### src/sv/sha_pkg.sv
`default_nettype none
package sha_pkg;
   localparam int QueueDepth = 4;

   typedef logic [31:0] word_type;

   // One queued request: a byte (or none) and the end-of-message flag.
   typedef struct packed {
      logic [7:0] data_byte;
      logic       byte_valid;
      logic       message_end;
   } item_type;

   localparam logic [7:0] PAD_MARK = 8'h80;

   function automatic word_type round_k(input logic [5:0] r);
      word_type k [64] = '{
         32'h428a2f98, 32'h71374491, 32'hb5c0fbcf, 32'he9b5dba5,
         32'h3956c25b, 32'h59f111f1, 32'h923f82a4, 32'hab1c5ed5,
         32'hd807aa98, 32'h12835b01, 32'h243185be, 32'h550c7dc3,
         32'h72be5d74, 32'h80deb1fe, 32'h9bdc06a7, 32'hc19bf174,
         32'he49b69c1, 32'hefbe4786, 32'h0fc19dc6, 32'h240ca1cc,
         32'h2de92c6f, 32'h4a7484aa, 32'h5cb0a9dc, 32'h76f988da,
         32'h983e5152, 32'ha831c66d, 32'hb00327c8, 32'hbf597fc7,
         32'hc6e00bf3, 32'hd5a79147, 32'h06ca6351, 32'h14292967,
         32'h27b70a85, 32'h2e1b2138, 32'h4d2c6dfc, 32'h53380d13,
         32'h650a7354, 32'h766a0abb, 32'h81c2c92e, 32'h92722c85,
         32'ha2bfe8a1, 32'ha81a664b, 32'hc24b8b70, 32'hc76c51a3,
         32'hd192e819, 32'hd6990624, 32'hf40e3585, 32'h106aa070,
         32'h19a4c116, 32'h1e376c08, 32'h2748774c, 32'h34b0bcb5,
         32'h391c0cb3, 32'h4ed8aa4a, 32'h5b9cca4f, 32'h682e6ff3,
         32'h748f82ee, 32'h78a5636f, 32'h84c87814, 32'h8cc70208,
         32'h90befffa, 32'ha4506ceb, 32'hbef9a3f7, 32'hc67178f2};
      return k[r];
   endfunction

   function automatic word_type init_hash(input logic [2:0] i);
      word_type h [8] = '{
         32'h6a09e667, 32'hbb67ae85, 32'h3c6ef372, 32'ha54ff53a,
         32'h510e527f, 32'h9b05688c, 32'h1f83d9ab, 32'h5be0cd19};
      return h[i];
   endfunction

   function automatic word_type rotr(input word_type x, input int n);
      return (x >> n) | (x << (32 - n));
   endfunction
endpackage
`default_nettype wire

### src/sv/sha_front.sv
`default_nettype none
// Accepts requests, drops those that carry neither byte nor end, and queues the rest.
module sha_front
   import sha_pkg::*;
#(
   parameter int DEPTH = QueueDepth
) (
   input  wire logic     clock,
   input  wire logic     reset,
   input  wire logic     in_valid,
   output logic          in_ready,
   input  wire item_type in_item,
   output logic          q_valid,
   input  wire logic     q_ready,
   output item_type      q_item
);
   localparam int AW = (DEPTH > 1) ? $clog2(DEPTH) : 1;

   item_type       mem_ff [DEPTH];
   logic [AW-1:0]  wr_ff, wr_in, rd_ff, rd_in;
   logic [AW:0]    cnt_ff, cnt_in;
   logic           push, pop, useful;

   assign useful   = in_item.byte_valid | in_item.message_end;
   assign in_ready = (cnt_ff != (AW+1)'(DEPTH));
   assign push     = in_valid & in_ready & useful;
   assign q_valid  = (cnt_ff != '0);
   assign pop      = q_valid & q_ready;
   assign q_item   = mem_ff[rd_ff];

   always_comb begin
      wr_in  = wr_ff;
      rd_in  = rd_ff;
      cnt_in = cnt_ff;
      if (push) wr_in = (wr_ff == AW'(DEPTH - 1)) ? '0 : wr_ff + 1'b1;
      if (pop)  rd_in = (rd_ff == AW'(DEPTH - 1)) ? '0 : rd_ff + 1'b1;
      if (push && !pop) cnt_in = cnt_ff + 1'b1;
      else if (pop && !push) cnt_in = cnt_ff - 1'b1;
   end

   always_ff @(posedge clock) begin
      if (reset) begin
         wr_ff  <= '0;
         rd_ff  <= '0;
         cnt_ff <= '0;
      end else begin
         wr_ff  <= wr_in;
         rd_ff  <= rd_in;
         cnt_ff <= cnt_in;
      end
      if (push) mem_ff[wr_ff] <= in_item;
   end

   a_cnt_max: assert property (@(posedge clock) disable iff (reset)
      cnt_ff <= (AW+1)'(DEPTH)) else $error("queue overfilled");
   a_no_pop_empty: assert property (@(posedge clock) disable iff (reset)
      cnt_ff == '0 |-> !pop) else $error("pop from empty queue");
   a_push_counts: assert property (@(posedge clock) disable iff (reset)
      push && !pop |=> cnt_ff == $past(cnt_ff) + 1'b1) else $error("count slip");
endmodule
`default_nettype wire

### src/sv/sha_core.sv
`default_nettype none
// Block buffer, padding sequencer, one-round-per-cycle compression and digest output.
module sha_core
   import sha_pkg::*;
(
   input  wire logic     clock,
   input  wire logic     reset,
   input  wire logic     q_valid,
   output logic          q_ready,
   input  wire item_type q_item,
   output logic          out_valid,
   input  wire logic     out_ready,
   output word_type      out_word,
   output logic [2:0]    out_index,
   output logic          out_last
);
   localparam logic [2:0] S_IDLE = 3'd0;
   localparam logic [2:0] S_PAD  = 3'd1;
   localparam logic [2:0] S_LEN  = 3'd2;
   localparam logic [2:0] S_RUN  = 3'd3;
   localparam logic [2:0] S_ADD  = 3'd4;
   localparam logic [2:0] S_OUT  = 3'd5;

   logic [2:0]  st_ff, st_in;
   logic [63:0] bits_ff, bits_in;
   logic        fin_ff, fin_in;     // compression belongs to the end of a message
   logic        more_ff, more_in;   // another padded block follows this one
   logic [5:0]  rnd_ff, rnd_in;
   logic [2:0]  oi_ff, oi_in;
   logic [5:0]  pp_ff, pp_in;      // byte position of the padding pass
   word_type    h_ff [8];
   word_type    v_ff [8];
   word_type    w_ff [16];          // block buffer, then message schedule window
   logic [5:0]  pos;
   word_type    wt, wn, s0, s1, t1, t2;
   logic        take, wr_en, run, load, add;
   logic [5:0]  wr_pos;
   logic [7:0]  wr_byte;
   logic        clr_ff, clr_in;     // zero bytes past the mark

   assign pos = bits_ff[8:3];
   assign q_ready = (st_ff == S_IDLE);
   assign take = q_valid & q_ready;

   assign wt = w_ff[0];
   assign s0 = rotr(w_ff[1], 7) ^ rotr(w_ff[1], 18) ^ (w_ff[1] >> 3);
   assign s1 = rotr(w_ff[14], 17) ^ rotr(w_ff[14], 19) ^ (w_ff[14] >> 10);
   assign wn = s1 + w_ff[9] + s0 + w_ff[0];
   assign t1 = v_ff[7] + (rotr(v_ff[4], 6) ^ rotr(v_ff[4], 11) ^ rotr(v_ff[4], 25))
             + ((v_ff[4] & v_ff[5]) ^ (~v_ff[4] & v_ff[6])) + round_k(rnd_ff) + wt;
   assign t2 = (rotr(v_ff[0], 2) ^ rotr(v_ff[0], 13) ^ rotr(v_ff[0], 22))
             + ((v_ff[0] & v_ff[1]) ^ (v_ff[0] & v_ff[2]) ^ (v_ff[1] & v_ff[2]));

   // After a data block ends a message, padding still has to start.
   function automatic logic st_pad_pending();
      return !clr_ff;
   endfunction

   always_comb begin
      st_in = st_ff; bits_in = bits_ff; fin_in = fin_ff; more_in = more_ff;
      rnd_in = rnd_ff; oi_in = oi_ff; clr_in = clr_ff; pp_in = pp_ff;
      wr_en = 1'b0; wr_pos = pos; wr_byte = q_item.data_byte;
      load = 1'b0; run = 1'b0; add = 1'b0;
      case (st_ff)
         S_IDLE: if (take) begin
            fin_in = q_item.message_end;
            if (q_item.byte_valid) begin
               wr_en = 1'b1;
               bits_in = bits_ff + 64'd8;
               if (pos == 6'd63) begin
                  load = 1'b1; st_in = S_RUN; rnd_in = '0;
               end else if (q_item.message_end) st_in = S_PAD;
            end else st_in = S_PAD;
            pp_in = bits_in[8:3];
         end
         S_PAD: begin
            // Mark, then zeros up to byte 55 (or to the block end when the length does not fit), one byte per cycle.
            wr_en = 1'b1;
            wr_pos = pp_ff;
            wr_byte = clr_ff ? 8'h00 : PAD_MARK;
            clr_in = 1'b1;
            pp_in = pp_ff + 1'b1;
            if (pp_ff == 6'd63) begin
               load = 1'b1; st_in = S_RUN; rnd_in = '0;
               more_in = 1'b1;
            end else if (pp_ff == 6'd55) st_in = S_LEN;
         end
         S_LEN: begin
            load = 1'b1; st_in = S_RUN; rnd_in = '0; more_in = 1'b0;
         end
         S_RUN: begin
            run = 1'b1; rnd_in = rnd_ff + 1'b1;
            if (rnd_ff == 6'd63) st_in = S_ADD;
         end
         S_ADD: begin
            add = 1'b1;
            if (!fin_ff) st_in = S_IDLE;
            else if (more_ff || st_pad_pending()) st_in = S_PAD;
            else begin st_in = S_OUT; oi_in = '0; end
         end
         S_OUT: if (out_ready) begin
            oi_in = oi_ff + 1'b1;
            if (oi_ff == 3'd7) begin
               st_in = S_IDLE; bits_in = '0; clr_in = 1'b0; more_in = 1'b0;
            end
         end
         default: st_in = S_IDLE;
      endcase
   end

   assign out_valid = (st_ff == S_OUT);
   assign out_word  = h_ff[oi_ff];
   assign out_index = oi_ff;
   assign out_last  = (oi_ff == 3'd7);

   always_ff @(posedge clock) begin
      if (reset) begin
         st_ff <= S_IDLE; bits_ff <= '0; fin_ff <= 1'b0; more_ff <= 1'b0;
         rnd_ff <= '0; oi_ff <= '0; clr_ff <= 1'b0; pp_ff <= '0;
         for (int i = 0; i < 8; i++) h_ff[i] <= init_hash(3'(i));
      end else begin
         st_ff <= st_in; bits_ff <= bits_in; fin_ff <= fin_in; more_ff <= more_in;
         rnd_ff <= rnd_in; oi_ff <= oi_in; clr_ff <= clr_in; pp_ff <= pp_in;
         if (add) for (int i = 0; i < 8; i++) h_ff[i] <= h_ff[i] + v_ff[i];
         if (st_ff == S_OUT && out_ready && oi_ff == 3'd7)
            for (int i = 0; i < 8; i++) h_ff[i] <= init_hash(3'(i));
      end
      if (wr_en)
         case (wr_pos[1:0])
            2'd0: w_ff[wr_pos[5:2]][31:24] <= wr_byte;
            2'd1: w_ff[wr_pos[5:2]][23:16] <= wr_byte;
            2'd2: w_ff[wr_pos[5:2]][15:8]  <= wr_byte;
            default: w_ff[wr_pos[5:2]][7:0] <= wr_byte;
         endcase
      if (st_ff == S_LEN) begin
         // The message bit count fills the last eight bytes, high word first.
         w_ff[14] <= bits_ff[63:32];
         w_ff[15] <= bits_ff[31:0];
      end
      if (load) for (int i = 0; i < 8; i++) v_ff[i] <= h_ff[i];
      if (run) begin
         for (int i = 0; i < 15; i++) w_ff[i] <= w_ff[i+1];
         w_ff[15] <= wn;
         v_ff[7] <= v_ff[6]; v_ff[6] <= v_ff[5]; v_ff[5] <= v_ff[4];
         v_ff[4] <= v_ff[3] + t1;
         v_ff[3] <= v_ff[2]; v_ff[2] <= v_ff[1]; v_ff[1] <= v_ff[0];
         v_ff[0] <= t1 + t2;
      end
   end

   a_out_only: assert property (@(posedge clock) disable iff (reset)
      out_valid |-> !q_ready) else $error("digest overlaps intake");
   a_rnd: assert property (@(posedge clock) disable iff (reset)
      st_ff == S_RUN && rnd_ff == 6'd63 |=> st_ff == S_ADD) else $error("round slip");
   a_last: assert property (@(posedge clock) disable iff (reset)
      out_valid && out_ready && out_last |=> st_ff == S_IDLE) else $error("exit slip");
endmodule
`default_nettype wire

### src/sv/sha256_stream_hasher_unit.sv
`default_nettype none
// Channel   Ports        Contents (low bit first)
// request   req_t*       tdata: data_byte[7:0]; tuser: byte_valid, message_end
// response  rsp_t*       tdata: digest_word[31:0]; tuser: word_index[2:0]; tlast
//
// The core takes a byte whenever it is idle; every 64th byte starts a 64-round
// compression; intake waits through the rounds and the chaining-word addition.
// Message end pads one byte per cycle and runs one or two more blocks, then
// presents eight digest words, one per cycle while rsp_tready is high.
// Reset is synchronous; the request queue lets the sender run ahead of a stall.
module sha256_stream_hasher_unit
   import sha_pkg::*;
#(
   parameter int QUEUE_DEPTH = QueueDepth
) (
   input  wire logic        clock,
   input  wire logic        reset,
   input  wire logic        req_tvalid,
   output logic             req_tready,
   input  wire logic [7:0]  req_tdata,   // data_byte
   input  wire logic [1:0]  req_tuser,   // byte_valid, message_end
   output logic             rsp_tvalid,
   input  wire logic        rsp_tready,
   output logic [31:0]      rsp_tdata,   // digest_word
   output logic [2:0]       rsp_tuser,   // word_index
   output logic             rsp_tlast
);
   item_type in_item, q_item;
   logic     q_valid, q_ready;

   assign in_item.data_byte   = req_tdata;
   assign in_item.byte_valid  = req_tuser[0];
   assign in_item.message_end = req_tuser[1];

   sha_front #(.DEPTH(QUEUE_DEPTH)) u_front (
      .clock, .reset, .in_valid(req_tvalid), .in_ready(req_tready), .in_item,
      .q_valid, .q_ready, .q_item);

   sha_core u_core (
      .clock, .reset, .q_valid, .q_ready, .q_item,
      .out_valid(rsp_tvalid), .out_ready(rsp_tready), .out_word(rsp_tdata),
      .out_index(rsp_tuser), .out_last(rsp_tlast));
endmodule
`default_nettype wire

### config.mk
export PLATFORM = sky130hd
export DESIGN_NAME = sha256_stream_hasher_unit
export DESIGN_NICKNAME = d
export VERILOG_FILES = /design/src/sv/sha_pkg.sv /design/src/sv/sha_front.sv /design/src/sv/sha_core.sv /design/src/sv/sha256_stream_hasher_unit.sv
export SDC_FILE = /design/constraint.sdc
export NUM_CORES = 2
export LEC_CHECK = 0
export BUFFER_PORTS_ARGS = -buffer_cell sky130_fd_sc_hd__buf_4
export CORE_MARGIN = 2
export CORE_UTILIZATION = 50
export DETAILED_ROUTE_END_ITERATION = 16
export HOLD_SLACK_MARGIN = 0.03
export PLACE_DENSITY_LB_ADDON = 0.2
export SLEW_MARGIN = 0
export SYNTH_ARGS = -nofsm -noshare
export SYNTH_HDL_FRONTEND = slang
export SYNTH_SLANG_ARGS = --single-unit
### constraint.sdc
create_clock -name clock -period 8 [get_ports clock]
set_input_delay 1.6 -clock clock [delete_from_list [all_inputs] [get_ports clock]]
set_output_delay 1.6 -clock clock [all_outputs]
set_load 0.01 [all_outputs]
==> results.toml <==
[status]
outcome = "complete, but fails checks"
violations = "setup timing"

[logic_synthesis]
synth.net_count = 8230
synth_cells = 7619
synth-seq-cells = 1158
synth_edf_count = 936
avgSynthCellArea_um2 = 9.861
synthArstFlopShare_pct = 0
yosysTopAreaCell = "edfxtp_1"
synth_top_flop_cell = "edfxtp_1"
yosysSeqAreaShare_pct = 43.33
synth_cell_types = 92
synth_area_um2 = 75130
synth_warnings = 0
synthTopCellsByArea = "edfxtp_1 (37%), nand2_1 (7.4%), ha_1 (6.7%)"
synth_top_area_share_pct = 37.41

[final_layout]
fillers = 12920
final_common_cell = "nand2_1"
nets = 8574
final_util_pct = 58.02
drive_gt1_share_pct = 14.77
final_cell_mix = "nand2_1 (1482), edfxtp_1 (936), buf_4 (593)"
antennaDiodeCount = 0
finalNonFillerCells = 10090
syn_to_final_growth_pct = 15.52

[global_routing]
antenna_found_initial = 1
grt_max_degree = 156
track_usage_pct = 33.05
grt_pass1_vias = 58350
grt_first_pass_wirelength_um = 378000
grt_overflow = 0

[sta]
clock_skew_ns = 0.07246
slew_headroom_pct = 13.09
tightest_slew_ns = 1.290
postLayoutSetupSlackWorst_ns = -0.1260
finalHoldViolations = 0
whs_ns = 0.4861
timing.final.crit_share_pct = 101.6
rsz0062_at_grt = "true"
fmax_mhz = 123.1
maxSlewViolCount = 0
setup_violations = 2
final.min_clock_period_ns = 8.126

[job]
cap_violations = 0

[detailed_routing]
drc = 0
wl_um = 256100
via_per_inst = 6.033
vias = 60860
drt_first_pass_iters = 6
ant_nets = 0
drt_iter0_drc = 5863
routedWlPerCell_um = 25.39

[hold_path]
hp-start = "u_front.rd_ff[1]"
hold_class = "reg -> reg"

[place]
portBuffers = 51
routabilityCongestion = 0.9864
dp_cells = 9819
dp_slack_ns = -0.8687
hpwl_um = 189600

[setup_path]
cp.required_ns = 8.51
crit_path_start = "u_core.rnd_ff[0]"
crit_arrival_ns = 8.64
cp_slowest_cell = "mux4_2"
path_delay_family = "adder cells"
reg2reg_from = "u_core.rnd_ff[0]"
crit_buf_inv = 10
slowest_delay_ns = 0.53
crit_path_end_kind = "register"
cp-start-kind = "register"
r2r_setup_slack_ns = -0.13
crit_type = "reg -> reg"
cp_max_fo = 5

[floorplanning]
die-width_um = 391.6
die_h_um = 391.6
dieArea_um2 = 153400
rows = 142
start_util_pct = 50.22
io-pin-count = 52
core_area_um2 = 149600

[clocking]
cts-root-buf = "clkbuf_16"
cts_hold_buffers = 0
cts_tree = "built"
cts.sinks = 1158
clk_pin_slew_ns = 0.06
cts_buffer_depth = 3
clk_latency_ns = 0.80
htreeDepth = 4
numCtsBuffers = 136
## cells by family (layout without fill, tap and decap cells)
family	after synthesis	in the layout	share of synthesized area [%]
buffers and inverters	721	1174	3.645
adder cells (fa/ha/maj)	624	624	12.26
multiplexers	158	158	3.504
AO/OA/AOI/OAI	1861	1861	15.90
XOR/XNOR	600	600	6.994
flip-flops	1158	1158	43.33
AND/OR/NAND/NOR	2497	2497	14.37
## path summary, 6_finish.rpt
| kind | endpoint | cells after the start |
|---|---|---|
| setup / recovery | u_core.v_ff[0][31] | 36 |
| hold / removal | register | 2 |
| setup reg to reg | u_core.v_ff[0][31] | 36 |
| hold reg to reg | register | 2 |
## state kept, by name (all words and copies together), names as in the netlist, named ones only
register,cells
u_front.wr_ff,2
u_core.fin_ff,1
u_core.w_ff,512
u_core.st_ff,3
u_front.mem_ff,40
u_core.more_ff,1
u_core.out_index,3
u_core.rnd_ff,6
u_core.bits_ff,61
u_front.rd_ff,2
u_core.h_ff,256
u_core.pp_ff,6
u_front.cnt_ff,3
u_core.clr_ff,1
u_core.v_ff,256
## final cells by class
| class | instances | area [µm²] | area share [%] |
|---|---|---|---|
| inverter | 300 | 1150 | 1.325 |
| multi-input combinational | 5740 | 41030 | 47.27 |
| tap | 2016 | 2522 | 2.906 |
| clock buffer | 173 | 3655 | 4.211 |
| timing repair buffer | 627 | 4956 | 5.710 |
| sequential | 1158 | 32580 | 37.54 |
| clock inverter | 74 | 904.6 | 1.042 |
## metal layers
metal	track usage (%)	vias up	part of all wire [%]
li1	-	27790	-
met1	44.11	29980	41
met2	51.88	2544	46
met3	5.981	554	7.8
met4	16.30	0	5.5
met5	0	-	0
## synthesized netlist by cell type, types with 18 or more instances
library cell and count:
nand2b_1 73, nor2b_1 51, mux4_2 71, a21o_1 403, clkbuf_1 366, nand3_1 132
o31ai_1 26, a211oi_1 72, and2_1 40, edfxtp_1 936, and3_1 54, nand2_1 1489
o211ai_1 45, nor2_1 378, o21a_1 60, dfxtp_1 222, mux2i_1 41, o21ai_0 462
maj3_1 27, o21bai_1 52, nand4_1 22, fa_1 196, a21oi_1 446, ha_1 401
nor3_1 117, buf_1 48, mux2_2 39, xor2_1 218, inv_1 293, a311oi_1 18
a221o_1 32, a31oi_1 56, or3_1 49, xnor2_1 382
## repair_timing
item | CTS | global route
pin swaps | 73 | 99
gates resized for setup | 145 | 142
setup endpoints to repair | 23 | 20
buffers inserted | 12 | 15
## metrics by stage
| step | cell area, µm² | TNS [ns] |
|---|---|---|
| finish | 86790 | -0.2453 |
| global route | 86790 | -1.941 |
| CTS | 86140 | -0.2242 |
| detailed placement | 80860 | -8.570 |
| global placement | 80860 | -7.589 |
| floorplan | 75170 | 0 |
## tightest hold or removal path, delay by kind of cell, from the launching register on
family          cells  cell delay (ns)
flops               1             0.31
simple gates        1             0.05
compound gates      1             0.07
Power is not shown: default switching activity piles up to over one toggle a cycle in this logic, so the estimate is an artifact.
